--- src/hw/rtl/rlm_pkg.sv ---
package rlm_pkg;

    localparam int SAMPLE_BITS = 16;
    localparam int HALF_W      = SAMPLE_BITS - 1;
    localparam int SQ_W        = 2 * SAMPLE_BITS - 3;
    localparam int MEAN_W      = SQ_W;
    localparam int RMS_W       = 15;
    localparam int RAD_W       = 2 * RMS_W;
    localparam int ACC_W       = 31;
    localparam int FRAC_W      = 16;
    localparam int DECAY_W     = 17;
    localparam int IN_DATA_W   = 32;
    localparam int OUT_DATA_W  = 64;

    localparam logic [DECAY_W-1:0] DECAY_ONE   = 17'd65536;
    localparam logic [DECAY_W-1:0] DECAY_RESET = 17'd60948;

    typedef struct packed {
        logic busy;
        logic done;
    } rlm_status_t;

endpackage

--- src/hw/rtl/rlm_lane.sv ---
module rlm_lane
    import rlm_pkg::*;
(
    input  logic                          aclk,
    input  logic                          load,
    input  logic signed [SAMPLE_BITS-1:0] sample,
    output logic        [SQ_W-1:0]        square
);

    logic signed [HALF_W-1:0] halved;
    logic        [HALF_W-1:0] mag;
    logic        [2*HALF_W-1:0] prod;
    logic        [SQ_W-1:0]   square_reg;

    // floor(x/2); magnitude of the most negative value wraps to the right unsigned code
    assign halved = HALF_W'(sample >>> 1);
    assign mag    = (halved ^ {HALF_W{halved[HALF_W-1]}}) + HALF_W'(halved[HALF_W-1]);
    assign prod   = mag * mag;

    always_ff @(posedge aclk) begin
        if (load) begin
            square_reg <= prod[SQ_W-1:0];
        end
    end

    assign square = square_reg;

endmodule

--- src/hw/rtl/rlm_div.sv ---
module rlm_div
    import rlm_pkg::*;
#(
    parameter int SUM_W = 38,
    parameter int CNT_W = 10
) (
    input  logic              aclk,
    input  logic              aresetn,
    input  logic              start,
    input  logic [SUM_W-1:0]  dividend,
    input  logic [CNT_W-1:0]  divisor,
    output logic [MEAN_W-1:0] quotient,
    output rlm_status_t       status
);

    localparam int STEP_W = $clog2(SUM_W + 1);

    logic              busy_reg, busy_next;
    logic              done_reg, done_next;
    logic [STEP_W-1:0] step_reg, step_next;
    logic [SUM_W-1:0]  dvd_reg, dvd_next;
    logic [CNT_W-1:0]  rem_reg, rem_next;
    logic [CNT_W-1:0]  div_reg, div_next;
    logic [CNT_W:0]    trial;
    logic [CNT_W:0]    diff;
    logic              fits;

    assign trial = {rem_reg, dvd_reg[SUM_W-1]};
    assign diff  = trial - {1'b0, div_reg};
    assign fits  = trial >= {1'b0, div_reg};

    always_comb begin
        busy_next = busy_reg;
        done_next = 1'b0;
        step_next = step_reg;
        dvd_next  = dvd_reg;
        rem_next  = rem_reg;
        div_next  = div_reg;
        if (start) begin
            busy_next = 1'b1;
            step_next = STEP_W'(SUM_W);
            dvd_next  = dividend;
            rem_next  = '0;
            div_next  = divisor;
        end else if (busy_reg) begin
            dvd_next  = {dvd_reg[SUM_W-2:0], fits};
            rem_next  = fits ? diff[CNT_W-1:0] : trial[CNT_W-1:0];
            step_next = step_reg - STEP_W'(1);
            if (step_reg == STEP_W'(1)) begin
                busy_next = 1'b0;
                done_next = 1'b1;
            end
        end
    end

    always_ff @(posedge aclk) begin
        if (!aresetn) begin
            busy_reg <= 1'b0;
            done_reg <= 1'b0;
            step_reg <= '0;
        end else begin
            busy_reg <= busy_next;
            done_reg <= done_next;
            step_reg <= step_next;
        end
    end

    always_ff @(posedge aclk) begin
        dvd_reg <= dvd_next;
        rem_reg <= rem_next;
        div_reg <= div_next;
    end

    assign quotient    = dvd_reg[MEAN_W-1:0];
    assign status.busy = busy_reg;
    assign status.done = done_reg;

endmodule

--- src/hw/rtl/rlm_isqrt.sv ---
module rlm_isqrt
    import rlm_pkg::*;
(
    input  logic              aclk,
    input  logic              aresetn,
    input  logic              start,
    input  logic [MEAN_W-1:0] radicand,
    output logic [RMS_W-1:0]  root,
    output rlm_status_t       status
);

    localparam int STEP_W = $clog2(RMS_W + 1);

    logic              busy_reg, busy_next;
    logic              done_reg, done_next;
    logic [STEP_W-1:0] step_reg, step_next;
    logic [RAD_W-1:0]  rad_reg, rad_next;
    logic [RMS_W:0]    rem_reg, rem_next;
    logic [RMS_W-1:0]  root_reg, root_next;
    logic [RMS_W+2:0]  trial;
    logic [RMS_W+2:0]  sub;
    logic [RMS_W+2:0]  diff;
    logic              fits;

    assign trial = {rem_reg, rad_reg[RAD_W-1 -: 2]};
    assign sub   = {1'b0, root_reg, 2'b01};
    assign diff  = trial - sub;
    assign fits  = trial >= sub;

    always_comb begin
        busy_next = busy_reg;
        done_next = 1'b0;
        step_next = step_reg;
        rad_next  = rad_reg;
        rem_next  = rem_reg;
        root_next = root_reg;
        if (start) begin
            busy_next = 1'b1;
            step_next = STEP_W'(RMS_W);
            rad_next  = RAD_W'(radicand);
            rem_next  = '0;
            root_next = '0;
        end else if (busy_reg) begin
            rad_next  = {rad_reg[RAD_W-3:0], 2'b00};
            rem_next  = fits ? diff[RMS_W:0] : trial[RMS_W:0];
            root_next = {root_reg[RMS_W-2:0], fits};
            step_next = step_reg - STEP_W'(1);
            if (step_reg == STEP_W'(1)) begin
                busy_next = 1'b0;
                done_next = 1'b1;
            end
        end
    end

    always_ff @(posedge aclk) begin
        if (!aresetn) begin
            busy_reg <= 1'b0;
            done_reg <= 1'b0;
            step_reg <= '0;
        end else begin
            busy_reg <= busy_next;
            done_reg <= done_next;
            step_reg <= step_next;
        end
    end

    always_ff @(posedge aclk) begin
        rad_reg  <= rad_next;
        rem_reg  <= rem_next;
        root_reg <= root_next;
    end

    assign root        = root_reg;
    assign status.busy = busy_reg;
    assign status.done = done_reg;

endmodule

--- src/hw/rtl/rms_level_meter.sv ---
// Buffer RMS level meter. Each s_axis transfer carries one stereo pair; a pair
// without tlast leaves s_axis_tready high, so pairs can follow back to back. A
// pair with tlast closes the buffer and holds s_axis_tready low while the
// flush, divide, root, multiply and update states run, and while the previous
// result still waits on m_axis_tready. The divide state uses the bit-serial
// divider (one quotient bit per cycle over the SUM_W-bit sum), the root state
// the bit-serial square root (one root bit per cycle). One m_axis transfer per
// buffer gives RMS, smoothed level and peak mean square. Once 2*BUFFER_LEN
// samples are summed in one buffer, further pairs are dropped from the sum.
// decay_q16 values above 65536 act as 65536.
module rms_level_meter
    import rlm_pkg::*;
#(
    parameter int BUFFER_LEN = 256
) (
    input  logic                  aclk,
    input  logic                  aresetn,
    input  logic                  s_axis_tvalid,
    output logic                  s_axis_tready,
    input  logic [IN_DATA_W-1:0]  s_axis_tdata,  // left_sample, right_sample
    input  logic                  s_axis_tlast,  // last_in_buffer
    output logic                  m_axis_tvalid,
    input  logic                  m_axis_tready,
    output logic [OUT_DATA_W-1:0] m_axis_tdata,  // rms_level, smoothed_level,
                                                 // peak_mean_square, zero pad
    input  logic                  cfg_wr_en,
    input  logic [DECAY_W-1:0]    cfg_wr_data    // decay_q16
);

    localparam int CNT_W = $clog2(2 * BUFFER_LEN + 1);
    localparam int SUM_W = SQ_W - 1 + CNT_W;

    localparam logic [2:0] ST_IDLE   = 3'd0;
    localparam logic [2:0] ST_FLUSH  = 3'd1;
    localparam logic [2:0] ST_DIVIDE = 3'd2;
    localparam logic [2:0] ST_ROOT   = 3'd3;
    localparam logic [2:0] ST_MULT   = 3'd4;
    localparam logic [2:0] ST_UPDATE = 3'd5;

    logic [2:0]         state_reg, state_next;
    logic [DECAY_W-1:0] decay_reg;
    logic               sq_valid_reg;
    logic [SUM_W-1:0]   sum_reg, sum_next;
    logic [CNT_W-1:0]   count_reg, count_next;
    logic [MEAN_W-1:0]  peak_reg;
    logic [ACC_W-1:0]   acc_reg;
    logic [47:0]        prod_a_reg;
    logic [31:0]        prod_b_reg;
    logic [RMS_W-1:0]   rms_out_reg;
    logic [RMS_W-1:0]   smooth_out_reg;
    logic [MEAN_W-1:0]  peak_out_reg;
    logic               m_valid_reg;

    logic               in_xfer;
    logic               out_free;
    logic               room;
    logic [SQ_W-1:0]    sq_left, sq_right;
    logic [MEAN_W-1:0]  mean;
    logic [RMS_W-1:0]   root;
    logic [DECAY_W-1:0] d_eff, w_eff;
    logic [32:0]        acc_sum;
    rlm_status_t        div_status, sqrt_status;

    assign s_axis_tready = (state_reg == ST_IDLE);
    assign in_xfer       = s_axis_tvalid && s_axis_tready;
    assign out_free      = !m_valid_reg || m_axis_tready;

    rlm_lane u_lane_left (
        .aclk   (aclk),
        .load   (in_xfer),
        .sample (s_axis_tdata[SAMPLE_BITS-1:0]),
        .square (sq_left)
    );

    rlm_lane u_lane_right (
        .aclk   (aclk),
        .load   (in_xfer),
        .sample (s_axis_tdata[2*SAMPLE_BITS-1:SAMPLE_BITS]),
        .square (sq_right)
    );

    // merge stage
    assign room = count_reg < CNT_W'(2 * BUFFER_LEN);

    always_comb begin
        sum_next   = sum_reg;
        count_next = count_reg;
        if (state_reg == ST_UPDATE && out_free) begin
            sum_next   = '0;
            count_next = '0;
        end else if (sq_valid_reg && room) begin
            sum_next   = sum_reg + SUM_W'(sq_left) + SUM_W'(sq_right);
            count_next = count_reg + CNT_W'(2);
        end
    end

    rlm_div #(
        .SUM_W (SUM_W),
        .CNT_W (CNT_W)
    ) u_div (
        .aclk     (aclk),
        .aresetn  (aresetn),
        .start    (state_reg == ST_FLUSH),
        .dividend (sum_next),
        .divisor  (count_next),
        .quotient (mean),
        .status   (div_status)
    );

    rlm_isqrt u_isqrt (
        .aclk     (aclk),
        .aresetn  (aresetn),
        .start    (state_reg == ST_DIVIDE && div_status.done),
        .radicand (mean),
        .root     (root),
        .status   (sqrt_status)
    );

    assign d_eff   = decay_reg[DECAY_W-1] ? DECAY_ONE : decay_reg;
    assign w_eff   = DECAY_ONE - d_eff;
    assign acc_sum = {1'b0, prod_a_reg[47:FRAC_W]} + {1'b0, prod_b_reg};

    always_comb begin
        state_next = state_reg;
        unique case (state_reg)
            ST_IDLE:   if (in_xfer && s_axis_tlast) state_next = ST_FLUSH;
            ST_FLUSH:  state_next = ST_DIVIDE;
            ST_DIVIDE: if (div_status.done) state_next = ST_ROOT;
            ST_ROOT:   if (sqrt_status.done) state_next = ST_MULT;
            ST_MULT:   state_next = ST_UPDATE;
            ST_UPDATE: if (out_free) state_next = ST_IDLE;
            default:   state_next = ST_IDLE;
        endcase
    end

    always_ff @(posedge aclk) begin
        if (!aresetn) begin
            state_reg    <= ST_IDLE;
            decay_reg    <= DECAY_RESET;
            sq_valid_reg <= 1'b0;
            sum_reg      <= '0;
            count_reg    <= '0;
            peak_reg     <= '0;
            acc_reg      <= '0;
            m_valid_reg  <= 1'b0;
        end else begin
            state_reg    <= state_next;
            sq_valid_reg <= in_xfer;
            sum_reg      <= sum_next;
            count_reg    <= count_next;
            if (cfg_wr_en) begin
                decay_reg <= cfg_wr_data;
            end
            if (state_reg == ST_DIVIDE && div_status.done && mean > peak_reg) begin
                peak_reg <= mean;
            end
            if (state_reg == ST_UPDATE && out_free) begin
                acc_reg     <= acc_sum[ACC_W-1:0];
                m_valid_reg <= 1'b1;
            end else if (m_axis_tready) begin
                m_valid_reg <= 1'b0;
            end
        end
    end

    always_ff @(posedge aclk) begin
        if (state_reg == ST_MULT) begin
            prod_a_reg <= acc_reg * d_eff;
            prod_b_reg <= root * w_eff;
        end
        if (state_reg == ST_UPDATE && out_free) begin
            rms_out_reg    <= root;
            smooth_out_reg <= acc_sum[ACC_W-1:FRAC_W];
            peak_out_reg   <= peak_reg;
        end
    end

    assign m_axis_tvalid = m_valid_reg;
    assign m_axis_tdata  = {(OUT_DATA_W - 2 * RMS_W - MEAN_W)'(0),
                            peak_out_reg, smooth_out_reg, rms_out_reg};

`ifndef NO_ASSERTIONS
    assert property (@(posedge aclk) disable iff (!aresetn)
        s_axis_tready |-> !div_status.busy && !sqrt_status.busy)
        else $error("input taken while divider or root unit busy");

    assert property (@(posedge aclk) disable iff (!aresetn)
        $rose(m_axis_tvalid) |-> count_reg == '0 && sum_reg == '0)
        else $error("accumulator not cleared with result");

    assert property (@(posedge aclk) disable iff (!aresetn)
        1'b1 |=> peak_reg >= $past(peak_reg))
        else $error("peak mean square decreased");

    assert property (@(posedge aclk) disable iff (!aresetn)
        count_reg <= CNT_W'(2 * BUFFER_LEN))
        else $error("sample count beyond buffer length");
`endif

endmodule

--- config.mk ---
export PLATFORM = sky130hd
export DESIGN_NAME = rms_level_meter
export DESIGN_NICKNAME = d
export VERILOG_FILES = /design/src/hw/rtl/rlm_pkg.sv /design/src/hw/rtl/rlm_lane.sv /design/src/hw/rtl/rlm_div.sv /design/src/hw/rtl/rlm_isqrt.sv /design/src/hw/rtl/rms_level_meter.sv
export SDC_FILE = /design/constraint.sdc
export NUM_CORES = 2
export LEC_CHECK = 0
export ABC_AREA = 1
export ABC_CLOCK_PERIOD_IN_PS = 10050
export BUFFER_PORTS_ARGS = -buffer_cell sky130_fd_sc_hd__buf_2
export CAP_MARGIN = 20
export CORE_MARGIN = 2
export CORE_UTILIZATION = 35
export CTS_BUF_LIST = sky130_fd_sc_hd__clkbuf_8
export DETAILED_ROUTE_END_ITERATION = 8
export GPL_ROUTABILITY_DRIVEN = 0
export PLACE_DENSITY = 0.59
export SETUP_SLACK_MARGIN = 0.15
export SLEW_MARGIN = 40
export SYNTH_ARGS = -nofsm -noshare
export SYNTH_HDL_FRONTEND = slang
export SYNTH_SLANG_ARGS = --single-unit
--- constraint.sdc ---
create_clock -name aclk -period 10.05 [get_ports aclk]
set_input_delay 2.01 -clock aclk [delete_from_list [all_inputs] [get_ports aclk]]
set_output_delay 2.01 -clock aclk [all_outputs]
set_load 0.01 [all_outputs]
=== Yosys cells after proc, flatten, opt, wreduce, memory -nomap -nowiden ===
Cells that the tools add are included.

* Bits in registers: 458
* Bits of input ports: 55
* Output and inout bits: 66

* Add/sub/neg operators: 11
* Multipliers: 4
* Magnitude comparators: 4
* Eq/ne operators: 11
* Mux-type cells: 30
* Bitwise logic cells: 5
* Reductions and logical operators: 16

{| class="wikitable"
|+ Operators with widths
! operator !! count
|-
| 38-bit 2-to-1 mux || 4
|-
| 38-bit by 29-bit adder with 38-bit output || 2
|-
| 15-bit by 15-bit multiplier with 29-bit output || 2
|-
| 29-bit 2-to-1 mux || 2
|-
| 31-bit by 17-bit multiplier with 47-bit output || 1
|-
| 31-bit adder || 1
|-
| 15-bit by 17-bit multiplier with 31-bit output || 1
|-
| 15-bit by 1-bit adder with 15-bit output || 2
|-
| 10-bit 2-to-1 mux || 3
|-
| 15-bit XOR || 2
|-
| 29-bit greater-than comparator || 1
|-
| 18-bit by 17-bit greater-or-equal comparator with 1-bit output || 1
|-
| 3-bit one-hot mux with 6 select lines || 1
|-
| 17-bit 2-to-1 mux || 1
|-
| 17-bit subtractor, first input constant || 1
|-
| 16-bit 2-to-1 mux || 1
|-
| 16-bit subtractor || 1
|-
| 3-bit 2-to-1 mux || 4
|-
| 6-bit 2-to-1 mux || 2
|-
| 11-bit by 10-bit greater-or-equal comparator with 1-bit output || 1
|-
| 10-bit by 2-bit adder with 10-bit output, second input constant || 1
|-
| 10-bit < comparator, second input constant || 1
|-
| 1-bit 2-to-1 mux || 10
|-
| 10-bit subtractor || 1
|-
| other kinds (19) || 34
|}

=== Longest topological paths before layout ===
* Word-level depth: 5
* Depth in mapped cells: 40
* Mapped depth without buffers: 39

=== Cells and area by module ===
From an unflattened synthesis, not the netlist that was laid out.

* Cells, all modules: 8286
* Area, all modules: 63782.4 µm²

{| class="wikitable"
|+ By module, submodules not included
! module !! instances !! cells an instance !! area an instance (µm²)
|-
| rms_level_meter || 1 || 5451 || 40655.2
|-
| rlm_lane || 2 || 938 || 7850.0
|-
| rlm_isqrt || 1 || 530 || 3811.2
|-
| rlm_div || 1 || 429 || 3616.0
|}

=== Worst setup path before layout ===
Ideal clock, no wire load.

* Path type: input to register
* Start point: in s_axis_tdata[15]
* End point: reg u_lane_left.square_reg[18] (netlist: u_lane_left.square[18]), data pin
* Library setup time: 258 ps
* Arrival time: 7815 ps
* Path slack: 1977 ps
* Stages: 30
* Buffers on the path: 1
* Cell sequence: buf_6 inv_4 nand2_1 nand2_1 ha_1 inv_1 xor2_1 clkinv_1 nor2_1 inv_1 fa_1 fa_1 inv_1 fa_1 inv_1 fa_1 inv_1 fa_1 inv_1 fa_1 inv_1 ha_1 nand2_1 inv_1 a21oi_1 nand3_1 nand2_1 nand2_1 a21oi_1 xnor2_1

* Word-level cells in the longest chain between the ends: 3

{| class="wikitable"
|+ RTL lines
! item !! RTL line !! RTL
|-
| start: declaration || rms_level_meter.sv:20 || <nowiki>input logic [IN_DATA_W-1:0] s_axis_tdata,</nowiki>
|-
| 15-bit XOR || rlm_lane.sv:17 || <nowiki>assign mag = (halved ^ {HALF_W{halved[HALF_W-1]}}) + HALF_W'(halved[HALF_W-1]);</nowiki>
|-
| 15-bit by 1-bit adder with 15-bit output (*) || rlm_lane.sv:17 ||
|-
| 15-bit by 15-bit multiplier with 29-bit output (*) || rlm_lane.sv:18 || <nowiki>assign prod = mag * mag;</nowiki>
|-
| via u_lane_left.prod[18] || rlm_lane.sv:12 || <nowiki>logic [2*HALF_W-1:0] prod;</nowiki>
|-
| end signal: assignment || rlm_lane.sv:22 || <nowiki>square_reg <= prod[SQ_W-1:0];</nowiki>
|-
| end: declaration || rlm_lane.sv:13 || <nowiki>logic [SQ_W-1:0] square_reg;</nowiki>
|}

The timed path passes the listed nets; every way through them passes the cells marked *.
A chain may end at the register's enable or synchronous reset.

=== Final worst setup path ===
* Start point: reg decay_reg[16]
* End point: reg prod_b_reg[25], data pin

* Word-level cells in the longest chain between the ends: 3

{| class="wikitable"
|+ RTL lines
! item !! RTL line !! RTL
|-
| start: declaration || rms_level_meter.sv:41 || <nowiki>logic [DECAY_W-1:0] decay_reg;</nowiki>
|-
| start signal: assignment || rms_level_meter.sv:152 || <nowiki>decay_reg <= cfg_wr_data;</nowiki>
|-
| 17-bit 2-to-1 mux || rms_level_meter.sv:119 || <nowiki>assign d_eff = decay_reg[DECAY_W-1] ? DECAY_ONE : decay_reg;</nowiki>
|-
| 17-bit subtractor || rms_level_meter.sv:120 || <nowiki>assign w_eff = DECAY_ONE - d_eff;</nowiki>
|-
| 15-bit by 17-bit multiplier with 31-bit output || rms_level_meter.sv:169 || <nowiki>prod_b_reg <= root * w_eff;</nowiki>
|-
| end signal: assignment || rms_level_meter.sv:169 ||
|-
| end: declaration || rms_level_meter.sv:48 || <nowiki>logic [31:0] prod_b_reg;</nowiki>
|}

Every way passes these cells.

==> metrics.txt <==
outcome=finished clean; # hold bufs at CTS=0; pwr dens=316 nW/um^2; Clock transition at path regs=0.07 ns; Post-Syn Area=62400 um^2; Crit path arrival time=~9.5 ns; CTS Root Cell=clkbuf_8; Final setup viols=0; Final min period=~9 ns; die width=about 430 um; worst r2r path cells=29; setup TNS=0 ns; 1st-iter DRT viols=3511; largest net degree at the start of global routing=73; Max H-tree Level=3; layout cells sized above 1=under 10%; Fin Hold WS=0.449 ns; TritonCTS buffer count=84; Seq/Total Area, Yosys=18.2%; # IOs=121; Initial DRT Pass Iterations=6; Crit. End Element=flip-flop; Port Buffer Count=113; Syn Area/Cell=around 7.8 um^2; worst skew pair latency=0.81 ns; DRC viols=0; Final Non-Filler Cells=10500; final worst-path cycle share=88.7%; clock sinks=440; Layout Skew=just under 0.06 ns; Lkg Pwr=34.2 nW; post-CTS setup repair buffer count=0; hold endpoint=peak_out_reg[25]$_DFFE_PP_; All-Layer GR Usage=between 10% and 20%; nets@finish=9527; Pins Over Slew Limit=0; Synth Instances=7979; Tot Pwr=roughly 21 mW; dpl cells=approximately 10000; Top FF cell, synth=edfxtp_1; Worst-Margin Slew=0.916 ns; R2R Setup Slk=1.13 ns; Hold Path Origin=peak_reg[25]$_SDFFE_PN0P_; post-DP HPWL=143000 um; Vias/cell=4.88; synth unique cells=59; Placed Area=65600 um^2; Max-Cap Viols=0; R2R Path Start=decay_reg[16]$_SDFFE_PN0P_; PnR worst setup slack=between 1 and 1.5 ns; Max FO, Critical Path=36; wire length of the first global-routing pass=283000 um; pre-CTS WS=0.917 ns; Crit-path slowest cell=clkinv_1; Post-DRT Antenna Nets=0; Die Span Y=426 um; number of global-route vias before repair=51900; CTS Buffer Depth=3; drt wl/cell=16.9 um; num rows=154; #FFs+latches synth=440; Layout area overhead=7.95%; Worst Hold Path Cells=0; Setup crit start kind=flip-flop; Tightest Hold Check Type=reg2reg; CTS tree=built; Crit Path Class=reg2reg; worst rel slew slack=38.7%; Fmax=about 0.11 GHz; routed vias=51100; Final Util=38.1%; RSZ-0062 raised after global routing=no; slowest stage delay, CP=between 0.7 and 0.8 ns; core box area=approximately 180000 um^2; initial antenna violation count=7; Initial Util=approximately a third; EDFF count, synth=254; grt ovf=0; async set or reset register ratio after synthesis=0%; R2R Path End=prod_b_reg[25]$_DFFE_PP_; CP required=10.60 ns; Final Hold Violating Endpoints=0; CP most frequent cell=fa_1; Post-Route WL=177000 um; Worst IR Drop VDD=0.663 mV; Die Area=approximately 180000 um^2; post-cts sizing count=0; Post-Layout Inst Area=67300 um^2; YS warnings=0
-- critical path: cells and delay by family, from the launching register on --
family,cells,cell delay [ns]
AO/OA/AOI/OAI,1,0.21
XOR/XNOR,1,0.30
adder cells (fa/ha/maj),7,3.55
buffers and inverters,9,2.14
flip-flops,1,0.45
AND/OR/NAND/NOR,11,2.01
-- logic make-up after synthesis --
family | Yosys count | share of synthesized area, %
simple gates | 3142 | 20.6
other cells | 2 | 0.0120
xor+xnor | 170 | 2.49
fa+ha+maj | 1428 | 39.8
compound gates | 693 | 6.08
flops | 440 | 18.2
buf+inv | 2104 | 12.8
-- where the power goes --
group / leakage [nW] / total [mW] / switching [mW] / internal (mW)
clock: 0.938 / 1.93 / 0.941 / 0.984
sequential: 3.89 / 3.40 / 0.407 / 2.99
combinational: 29.4 / 15.9 / 10.3 / 5.61
-- cell type report --
cell class | instances | area, um^2
multi-input cells | 5458 | 43200
well taps | 2340 | 2930
inverters | 1891 | 7110
flip-flops and latches | 440 | 11400
clock buffers | 90 | 1240
clock inverters | 67 | 517
repair buffers | 169 | 1010
diodes | 4 | 10.0
fillers | 18300 | 109000
-- worst max path at each step --
stage | from | end | slack [ns] | cells after the start
floorplan | s_axis_tdata[15] | u_lane_left.square[18]$_DFFE_PP_ | 1.98 | 30
global placement | s_axis_tdata[15] | u_lane_left.square[23]$_DFFE_PP_ | 1.03 | 28
detailed placement | s_axis_tdata[15] | u_lane_left.square[23]$_DFFE_PP_ | 0.92 | 28
CTS | decay_reg[16]$_SDFFE_PN0P_ | prod_b_reg[25]$_DFFE_PP_ | 1.61 | 29
global route | decay_reg[16]$_SDFFE_PN0P_ | prod_b_reg[25]$_DFFE_PP_ | 0.66 | 29
finish | decay_reg[16]$_SDFFE_PN0P_ | prod_b_reg[25]$_DFFE_PP_ | 1.13 | 29
-- routing by layer --
layer	global-route usage, %	routed length, um	vias to the layer above
met5	0	40	-
met4	6.58	5900	6
met3	2.51	10300	286
met2	33.7	85300	1594
met1	25.6	75400	24900
li1	-	-	24200
-- cells in the mapped netlist, types with 23 or more instances --
master | number | area, um^2
o21bai_1 | 29 | 218
fa_1 | 925 | 18500
dfxtp_1 | 186 | 3720
xnor2_1 | 58 | 508
nor2_1 | 853 | 3200
clkbuf_1 | 165 | 619
a21oi_1 | 337 | 1690
nand3_1 | 329 | 1650
o21ai_0 | 235 | 1180
edfxtp_1 | 254 | 7630
inv_1 | 1851 | 6950
xor2_1 | 105 | 920
nand4_1 | 61 | 382
inv_2 | 24 | 90.1
nand2_1 | 1728 | 6490
nor3_1 | 58 | 290
nand2_2 | 23 | 144
ha_1 | 503 | 6290
-- layout by cell type, fill, tap and decap left out, types with 61 or more instances in the layout --
cell,netlist,final
inv_1,1851,1863
nand2_1,1728,1726
fa_1,925,925
nor2_1,853,846
ha_1,503,503
a21oi_1,337,337
nand3_1,329,328
edfxtp_1,254,254
o21ai_0,235,235
dfxtp_1,186,180
buf_2,14,113
xor2_1,105,105
clkbuf_8,0,90
nand4_1,61,61
(Power assumes the default switching activity.)
